$ cat src/design/ptsb_pkg.sv
// Shared types and codes for the periodic timer slot bank.
package ptsb_pkg;

    localparam logic [2:0] CMD_RESERVE = 3'd0;
    localparam logic [2:0] CMD_UPDATE  = 3'd1;
    localparam logic [2:0] CMD_START   = 3'd2;
    localparam logic [2:0] CMD_STOP    = 3'd3;
    localparam logic [2:0] CMD_CLEAR   = 3'd4;
    localparam logic [2:0] CMD_READ    = 3'd5;
    localparam logic [2:0] CMD_TICK    = 3'd6;
    localparam logic [2:0] CMD_UNDEF   = 3'd7;

    localparam logic [1:0] KIND_REPLY = 2'd0;
    localparam logic [1:0] KIND_FIRE  = 2'd1;
    localparam logic [1:0] KIND_DONE  = 2'd2;

    localparam logic STATUS_OK  = 1'b0;
    localparam logic STATUS_ERR = 1'b1;

    localparam int QUEUE_DEPTH = 2;

    typedef enum logic [2:0] {
        OP_RESERVE,
        OP_UPDATE,
        OP_START,
        OP_STOP,
        OP_CLEAR,
        OP_READ,
        OP_TICK,
        OP_BAD
    } op_t;

    typedef struct packed {
        logic [2:0]  command;
        logic [7:0]  slot_id;
        logic [15:0] interval;
        logic [15:0] exec_limit;
        logic        has_handler;
    } cmd_item_t;

    typedef struct packed {
        logic [1:0]  kind;
        logic        status;
        logic [7:0]  result_slot;
        logic        prev_running;
        logic [15:0] exec_count;
        logic [15:0] limit_out;
        logic        last;
    } evt_item_t;

    typedef struct packed {
        op_t         op;
        logic [7:0]  slot_id;
        logic [15:0] interval;
        logic [15:0] exec_limit;
        logic        has_handler;
    } entry_t;

endpackage

$ cat src/design/ptsb_front.sv
// Command decoder: accepts commands and classifies them into queue entries.
module ptsb_front (
    input  logic               cmd_valid,
    output logic               cmd_stall,
    input  ptsb_pkg::cmd_item_t cmd_data,
    output logic               push,
    output ptsb_pkg::entry_t   push_data,
    input  logic               full
);
    import ptsb_pkg::*;

    op_t op;

    always_comb
    begin
        case (cmd_data.command)
            CMD_RESERVE: op = OP_RESERVE;
            CMD_UPDATE:  op = OP_UPDATE;
            CMD_START:   op = OP_START;
            CMD_STOP:    op = OP_STOP;
            CMD_CLEAR:   op = OP_CLEAR;
            CMD_READ:    op = OP_READ;
            CMD_TICK:    op = OP_TICK;
            default:     op = OP_BAD;
        endcase
    end

    assign cmd_stall             = full;
    assign push                  = cmd_valid && !full;
    assign push_data.op          = op;
    assign push_data.slot_id     = cmd_data.slot_id;
    assign push_data.interval    = cmd_data.interval;
    assign push_data.exec_limit  = cmd_data.exec_limit;
    assign push_data.has_handler = cmd_data.has_handler;
endmodule

$ cat src/design/ptsb_queue.sv
// Two-entry queue between the decoder and the slot engine.
module ptsb_queue (
    input  logic             clk,
    input  logic             rst_n,
    input  logic             push,
    input  ptsb_pkg::entry_t push_data,
    output logic             full,
    input  logic             pop,
    output logic             head_valid,
    output ptsb_pkg::entry_t head
);
    import ptsb_pkg::*;

    localparam int PTR_W = $clog2(QUEUE_DEPTH);

    entry_t           mem_reg [QUEUE_DEPTH];
    logic [PTR_W-1:0] wr_ptr_reg;
    logic [PTR_W-1:0] rd_ptr_reg;
    logic [PTR_W:0]   fill_reg;

    assign full       = fill_reg == (PTR_W+1)'(QUEUE_DEPTH);
    assign head_valid = fill_reg != '0;
    assign head       = mem_reg[rd_ptr_reg];

    always_ff @(posedge clk or negedge rst_n)
    begin
        if (!rst_n)
        begin
            wr_ptr_reg <= '0;
            rd_ptr_reg <= '0;
            fill_reg   <= '0;
        end
        else
        begin
            if (push)
                wr_ptr_reg <= wr_ptr_reg + 1'b1;
            if (pop)
                rd_ptr_reg <= rd_ptr_reg + 1'b1;
            if (push && !pop)
                fill_reg <= fill_reg + 1'b1;
            else if (pop && !push)
                fill_reg <= fill_reg - 1'b1;
        end
    end

    always_ff @(posedge clk)
    begin
        if (push)
            mem_reg[wr_ptr_reg] <= push_data;
    end
endmodule

$ cat src/design/ptsb_back.sv
// Slot engine: holds the slot table, executes commands and walks slots on a tick.
module ptsb_back #(
    parameter int SLOT_COUNT = 16
) (
    input  logic                clk,
    input  logic                rst_n,
    input  logic                head_valid,
    input  ptsb_pkg::entry_t    head,
    output logic                pop,
    output logic                evt_valid,
    input  logic                evt_stall,
    output ptsb_pkg::evt_item_t evt_data
);
    import ptsb_pkg::*;

    localparam int IDX_W = (SLOT_COUNT > 1) ? $clog2(SLOT_COUNT) : 1;
    localparam int CNT_W = $clog2(SLOT_COUNT + 1);

    typedef enum logic [1:0] {
        ST_IDLE,
        ST_WALK,
        ST_DONE
    } state_t;

    state_t           state_reg, state_next;
    logic [IDX_W-1:0] idx_reg, idx_next;
    logic [CNT_W-1:0] res_reg, res_next;
    logic [15:0]      iv_reg [SLOT_COUNT];
    logic [15:0]      tc_reg [SLOT_COUNT];
    logic [15:0]      lim_reg [SLOT_COUNT];
    logic [15:0]      ec_reg [SLOT_COUNT];
    logic             run_reg [SLOT_COUNT];
    logic             hnd_reg [SLOT_COUNT];
    logic [15:0]      iv_next [SLOT_COUNT];
    logic [15:0]      tc_next [SLOT_COUNT];
    logic [15:0]      lim_next [SLOT_COUNT];
    logic [15:0]      ec_next [SLOT_COUNT];
    logic             run_next [SLOT_COUNT];
    logic             hnd_next [SLOT_COUNT];
    logic             out_valid_reg, out_valid_next;
    evt_item_t        out_reg, out_next;

    logic             free;
    logic             id_ok;
    logic [IDX_W-1:0] id_idx;
    logic [IDX_W-1:0] res_idx;
    logic [15:0]      ec_inc;
    evt_item_t        reply;

    assign free    = !out_valid_reg || !evt_stall;
    assign id_ok   = head.slot_id < {{(8-CNT_W){1'b0}}, res_reg};
    assign id_idx  = head.slot_id[IDX_W-1:0];
    assign res_idx = res_reg[IDX_W-1:0];
    assign ec_inc  = ec_reg[idx_reg] + 16'd1;

    assign evt_valid = out_valid_reg;
    assign evt_data  = out_reg;

    always_comb
    begin
        state_next     = state_reg;
        idx_next       = idx_reg;
        res_next       = res_reg;
        iv_next        = iv_reg;
        tc_next        = tc_reg;
        lim_next       = lim_reg;
        ec_next        = ec_reg;
        run_next       = run_reg;
        hnd_next       = hnd_reg;
        out_valid_next = out_valid_reg && evt_stall;
        out_next       = out_reg;
        pop            = 1'b0;

        reply             = '0;
        reply.kind        = KIND_REPLY;
        reply.status      = STATUS_ERR;
        reply.last        = 1'b1;

        case (state_reg)
            ST_IDLE:
            begin
                if (head_valid && free)
                begin
                    case (head.op)
                        OP_RESERVE:
                        begin
                            if (res_reg != CNT_W'(SLOT_COUNT))
                            begin
                                iv_next[res_idx]  = head.interval;
                                tc_next[res_idx]  = '0;
                                lim_next[res_idx] = head.exec_limit;
                                ec_next[res_idx]  = '0;
                                hnd_next[res_idx] = head.has_handler;
                                res_next          = res_reg + 1'b1;
                                reply.status      = STATUS_OK;
                                reply.result_slot = 8'(res_reg);
                            end
                        end
                        OP_UPDATE:
                        begin
                            if (id_ok)
                            begin
                                iv_next[id_idx]   = head.interval;
                                tc_next[id_idx]   = '0;
                                lim_next[id_idx]  = head.exec_limit;
                                ec_next[id_idx]   = '0;
                                hnd_next[id_idx]  = head.has_handler;
                                reply.status      = STATUS_OK;
                                reply.result_slot = head.slot_id;
                            end
                        end
                        OP_START, OP_STOP:
                        begin
                            if (id_ok)
                            begin
                                run_next[id_idx]   = head.op == OP_START;
                                reply.status       = STATUS_OK;
                                reply.prev_running = run_reg[id_idx];
                            end
                        end
                        OP_CLEAR:
                        begin
                            if (id_ok)
                            begin
                                ec_next[id_idx] = '0;
                                reply.status    = STATUS_OK;
                            end
                        end
                        OP_READ:
                        begin
                            if (id_ok)
                            begin
                                reply.status     = STATUS_OK;
                                reply.exec_count = ec_reg[id_idx];
                            end
                        end
                        OP_TICK:
                        begin
                            state_next = ST_WALK;
                            idx_next   = '0;
                        end
                        default:
                        begin
                            reply.status = STATUS_ERR;
                        end
                    endcase
                    if (head.op != OP_TICK)
                    begin
                        pop            = 1'b1;
                        out_valid_next = 1'b1;
                        out_next       = reply;
                    end
                end
            end
            ST_WALK:
            begin
                if (free)
                begin
                    if (run_reg[idx_reg])
                    begin
                        if (tc_reg[idx_reg] < iv_reg[idx_reg])
                        begin
                            tc_next[idx_reg] = tc_reg[idx_reg] + 16'd1;
                        end
                        else
                        begin
                            tc_next[idx_reg] = '0;
                            if (lim_reg[idx_reg] == '0 || ec_reg[idx_reg] < lim_reg[idx_reg])
                            begin
                                // wrap on reaching a nonzero limit
                                if (lim_reg[idx_reg] != '0 && ec_inc == lim_reg[idx_reg])
                                    ec_next[idx_reg] = '0;
                                else
                                    ec_next[idx_reg] = ec_inc;
                                if (hnd_reg[idx_reg])
                                begin
                                    out_valid_next       = 1'b1;
                                    out_next             = '0;
                                    out_next.kind        = KIND_FIRE;
                                    out_next.status      = STATUS_OK;
                                    out_next.result_slot = 8'(idx_reg);
                                    out_next.exec_count  = ec_reg[idx_reg];
                                    out_next.limit_out   = lim_reg[idx_reg];
                                    out_next.last        = 1'b0;
                                end
                            end
                        end
                    end
                    if (idx_reg == IDX_W'(SLOT_COUNT - 1))
                        state_next = ST_DONE;
                    else
                        idx_next = idx_reg + 1'b1;
                end
            end
            ST_DONE:
            begin
                if (free)
                begin
                    out_valid_next = 1'b1;
                    out_next       = '0;
                    out_next.kind  = KIND_DONE;
                    out_next.last  = 1'b1;
                    pop            = 1'b1;
                    state_next     = ST_IDLE;
                end
            end
            default:
            begin
                state_next = ST_IDLE;
            end
        endcase
    end

    always_ff @(posedge clk or negedge rst_n)
    begin
        if (!rst_n)
        begin
            state_reg     <= ST_IDLE;
            idx_reg       <= '0;
            res_reg       <= '0;
            out_valid_reg <= 1'b0;
            out_reg       <= '0;
            for (int i = 0; i < SLOT_COUNT; i++)
            begin
                iv_reg[i]  <= '0;
                tc_reg[i]  <= '0;
                lim_reg[i] <= '0;
                ec_reg[i]  <= '0;
                run_reg[i] <= 1'b0;
                hnd_reg[i] <= 1'b0;
            end
        end
        else
        begin
            state_reg     <= state_next;
            idx_reg       <= idx_next;
            res_reg       <= res_next;
            out_valid_reg <= out_valid_next;
            out_reg       <= out_next;
            iv_reg        <= iv_next;
            tc_reg        <= tc_next;
            lim_reg       <= lim_next;
            ec_reg        <= ec_next;
            run_reg       <= run_next;
            hnd_reg       <= hnd_next;
        end
    end
endmodule

$ cat src/design/periodic_timer_slot_bank_unit.sv
// Periodic timer slot bank: top level.
// Commands come in on the cmd channel (cmd_valid, cmd_stall, cmd_data) and
// results leave on the evt channel (evt_valid, evt_stall, evt_data).
// A transfer happens on a rising edge with valid high and stall low.
// The decoder pushes each command into a two-entry queue; the slot engine
// pops it and runs it while the decoder keeps taking commands until the
// queue is full.
// Non-tick commands give one reply: the slot engine takes the command from
// the queue head and loads the reply into the output register; it can leave
// at the following edge.
// A tick walks the slot table one slot per cycle while the evt channel is
// not stalled: the idle state starts the walk, the walk state visits every
// slot and issues any fire events on the way, then the done state gives the
// tick-finished result (last set).
// A stalled evt channel holds the output register and freezes the slot
// engine; the queue then fills and cmd_stall rises.
// Reset clears all slots, the reserved count, the queue and the output.
module periodic_timer_slot_bank_unit #(
    parameter int SLOT_COUNT = 16
) (
    input  logic                clk,
    input  logic                rst_n,
    input  logic                cmd_valid,
    output logic                cmd_stall,
    input  ptsb_pkg::cmd_item_t cmd_data,
    output logic                evt_valid,
    input  logic                evt_stall,
    output ptsb_pkg::evt_item_t evt_data
);
    import ptsb_pkg::*;

    logic   push;
    entry_t push_data;
    logic   full;
    logic   pop;
    logic   head_valid;
    entry_t head;

    ptsb_front u_front (
        .cmd_valid (cmd_valid),
        .cmd_stall (cmd_stall),
        .cmd_data  (cmd_data),
        .push      (push),
        .push_data (push_data),
        .full      (full)
    );

    ptsb_queue u_queue (
        .clk        (clk),
        .rst_n      (rst_n),
        .push       (push),
        .push_data  (push_data),
        .full       (full),
        .pop        (pop),
        .head_valid (head_valid),
        .head       (head)
    );

    ptsb_back #(
        .SLOT_COUNT (SLOT_COUNT)
    ) u_back (
        .clk        (clk),
        .rst_n      (rst_n),
        .head_valid (head_valid),
        .head       (head),
        .pop        (pop),
        .evt_valid  (evt_valid),
        .evt_stall  (evt_stall),
        .evt_data   (evt_data)
    );
endmodule

$ cat config.mk
export PLATFORM = sky130hd
export DESIGN_NAME = periodic_timer_slot_bank_unit
export DESIGN_NICKNAME = d
export VERILOG_FILES = /design/src/design/ptsb_pkg.sv /design/src/design/ptsb_front.sv /design/src/design/ptsb_queue.sv /design/src/design/ptsb_back.sv /design/src/design/periodic_timer_slot_bank_unit.sv
export SDC_FILE = /design/constraint.sdc
export NUM_CORES = 2
export LEC_CHECK = 0
export ABC_AREA = 1
export BUFFER_PORTS_ARGS = -buffer_cell sky130_fd_sc_hd__buf_2
export CORE_ASPECT_RATIO = 1.1
export CORE_MARGIN = 4
export CORE_UTILIZATION = 45
export CTS_BUF_LIST = sky130_fd_sc_hd__clkbuf_4 sky130_fd_sc_hd__clkbuf_8
export CTS_CLUSTER_DIAMETER = 40
export DETAILED_ROUTE_END_ITERATION = 8
export GPL_ROUTABILITY_DRIVEN = 1
export SYNTH_ARGS = -nofsm -noshare
export SYNTH_HDL_FRONTEND = slang
export SYNTH_SLANG_ARGS = --single-unit
$ cat constraint.sdc
create_clock -name clk -period 7.4 [get_ports clk]
set_input_delay 1.48 -clock clk [delete_from_list [all_inputs] [get_ports clk]]
set_output_delay 1.48 -clock clk [all_outputs]
set_load 0.02 [all_outputs]
==> flow_summary_export.csv <==
group,metric,value,unit
run_status,outcome,"finished, final reports clean",
routing,drc,0,
yosys,syn_inst,11105,
yosys,synth.largest_area_cell,"dfrtp_1",
layout,fillers,16844,
clock_tree,clk_pin_slew,0.07,ns
timing,finalHoldViolCount,0,
critical_path,cp_num_buf_inv,5,
critical_path,end_kind,"flop",
timing,skew,0.0584,ns
layout,final_common_cell,"nand2_1",
critical_path,crit_slowest_cell,"a2111oi_0",
clock_tree,clk_latency,1.03,ns
critical_path,startpoint_type,"flop",
yosys,synth.area.top_cells,"dfrtp_1 (37%), nand2_1 (21%), o21ai_0 (8.3%), nand3_1 (6.3%), inv_1 (4.1%)",
clock_tree,clkSinkCount,1205,
layout,drive_gt1_frac,0.0808,
power,p_leak,39.1,nW
critical_path,path_delay_family,"buffers and inverters",
timing,period_needed,6.09,ns
routing,drtIter0Drc,9975,
routing,vias_per_cell,5.84,
critical_path,critical_path_class,"reg2reg",
clock_tree,cts_tree,"done",
routing,drt-total-wl,294,mm
floorplan,io-pin-count,95,
timing,worst_pin_slew,1.44,ns
clock_tree,cts_resized,0,
timing,slew_headroom,0.0419,
routing,final_antenna_net_count,0,
floorplan,core_area,166000,µm²
floorplan,die_x,398,µm
clock_tree,clockBufferDepth,3,
floorplan,start_util,0.453,
routing,route.detailed.wl_per_inst,22.2,µm
power,peakVddDrop,0.000473,V
critical_path,crit_fanout,103,
critical_path,worst-endpoint-required,8.31,ns
floorplan,dieHeight,437,µm
global_routing,grt_pass1_vias,71281,
layout,fin_nets,10881,
yosys,synth_seq_cells,1205,
job,maxCapViolations,0,
layout,area_growth,8.63,%
routing,vias,77121,
placed_design,port_buffers,94,
critical_path,max_stage_delay,1.12,ns
power,finalPower,0.0398,W
global_routing,antenna_found_initial,9,
yosys,synth_top_area_frac,0.371,
placed_design,gp_congestion,0.965,
yosys,syn_avg_cell_area,6.78,µm²
layout,final_cell_mix,"nand2_1 (4160), o21ai_0 (1255), dfrtp_1 (1114)",
clock_tree,cts_buffers,237,
yosys,yosysSeqAreaShare,0.406,
routing,drt-pass1-iter-count,9,
clock_tree,hold_buffers,0,
yosys,synth.distinct_cells,60,
timing,fin_setup_tns,0,ns
global_routing,grt_max_degree,183,
global_routing,grt_pass1_wl,446,mm
critical_path,crit_chain,"inv_8 -> buf_12 -> nor2_1 -> o21ai_0 -> a21oi_1 -> a2111oi_0 -> ha_1 -> a21oi_1 -> nor2_1 -> a211oi_1 -> nand2_1 -> nand2_1 -> nand3_1 -> o21ai_1 -> nor2_4 -> buf_12 -> buf_12 -> nand2_4 -> inv_4 -> nand2_1 -> nand2_1",
yosys,yosysWarnings,0,
timing,rsz0062_at_grt,"no",
yosys,synth_edf_count,88,
min_path,hold_class,"reg2reg",
placed_design,dp_hpwl,184,mm
yosys,synthFlopType,"dfrtp_1",
yosys,synthesis.nets,11204,
timing,setup_viol,0,
global_routing,gr-total-overflow,0,
yosys,syn_area,75300,µm²
timing,finalMaxSlewViolations,0,
yosys,synth_async_sr_flop_share,0.927,
critical_path,arrival,7.01,ns
clock_tree,clock-root-buffer,"clkbuf_8",
clock_tree,postCtsSetupRepairBufs,0,
global_routing,grt.total_usage,0.329,
floorplan,rows,157,
critical_path,rrSetupSlack,1.31,ns
clock_tree,cts_htree_levels,4,
timing,min_period_over_period,0.823,
timing,max_clock_freq,0.164,GHz
power,p_per_area,487,nW/µm²
floorplan,dieArea,174000,µm²
critical_path,crit_top_cell,"nand2_1",
==> synth_stat cells (7+ instances only) <==
cell / instances
nand2_1: 4175
o21ai_0: 1255
dfrtp_1: 1117
nand3_1: 944
inv_1: 817
nor2_1: 626
clkbuf_1: 440
a21oi_1: 264
o211ai_1: 247
buf_2: 205
o22ai_1: 146
nand4_1: 119
edfxtp_1: 88
nand3b_1: 81
buf_4: 60
inv_2: 56
o21ai_1: 56
buf_1: 54
ha_1: 51
buf_6: 29
nor2_4: 25
nand2_2: 24
nand2_4: 21
xor2_1: 19
a31oi_1: 17
nor2_2: 14
o32ai_1: 14
a221oi_1: 13
nand3_2: 13
nand3_4: 13
and2_1: 12
or2_2: 11
a22oi_1: 8
a2111oi_0: 7
nor3_1: 7
==> worst register-to-register path, delay by kind of cell (launching register included) <==
kind / cells / cell delay, ns
DFF: 1 / 0.56
adders and majority gates: 1 / 0.30
buffers and inverters: 5 / 1.90
AOI/OAI and AO/OA: 6 / 1.65
and+or+nand+nor: 9 / 1.62
==> power breakdown <==
| group | switching, W | total (W) | internal, W |
|---|---|---|---|
| Combinational | 0.0175 | 0.0226 | 0.00507 |
| Clock | 0.00331 | 0.00767 | 0.00436 |
| Sequential | 0.00120 | 0.00956 | 0.00836 |
==> metal layers <==
| layer | wire, µm | part of all wire | track usage | vias up |
|---|---|---|---|---|
| li1 | - | - | - | 35411 |
| met1 | 121000 | 0.41 | 0.454 | 36748 |
| met2 | 127000 | 0.43 | 0.487 | 4193 |
| met3 | 29500 | 0.10 | 0.0697 | 767 |
| met4 | 16300 | 0.055 | 0.166 | 2 |
| met5 | 13 | 0.000044 | 0 | - |
==> cell families after synthesis <==
group                    share of synthesized area
AND/OR/NAND/NOR                              0.338
flip-flops                                   0.406
buffers and inverters                       0.0931
AO/OA/AOI/OAI                                0.152
XOR/XNOR                                   0.00233
adder cells (fa/ha/maj)                    0.00847
==> path summary, 6_finish.rpt <==
| check | startpoint | cells past startpoint | end |
|---|---|---|---|
| max | u_back.idx_reg[1] | 21 | u_back.ec_reg[70] |
| min | u_back.evt_data[20] | 2 | u_back.evt_data[20] |
| max reg2reg | u_back.idx_reg[1] | 21 | u_back.ec_reg[70] |
| min reg2reg | u_back.evt_data[20] | 2 | u_back.evt_data[20] |
| max in group asynchronous | rst_n | 3 | u_back.iv_reg[70] |
| min in group asynchronous | rst_n | 1 | u_back.ec_reg[63] |
==> final cells by class <==
| class | instances | area [µm²] | share of cell area |
|---|---|---|---|
| antenna | 1 | 2.50 | 0.0000306 |
| clock inverter | 96 | 1050 | 0.0128 |
| timing repair buffer | 227 | 1780 | 0.0218 |
| tap | 2226 | 2790 | 0.0340 |
| sequential | 1205 | 30600 | 0.374 |
| multi-input combinational | 8227 | 37900 | 0.463 |
| clock buffer | 342 | 4330 | 0.0529 |
| inverter | 884 | 3360 | 0.0411 |
==> through the flow <==
step	setup WS (ns)	hold WS, ns	util	instance area (µm²)	std cells
floorplan	2.81	0.448	-	75300	11105
global placement	1.62	0.459	0.459	76400	12769
detailed placement	1.57	0.465	0.459	76400	12769
CTS	1.53	0.425	0.492	81800	13207
global route	1.07	0.475	0.492	81800	13208
finish	1.31	0.477	0.492	81800	13208
Power figures use the tool's default switching activity.
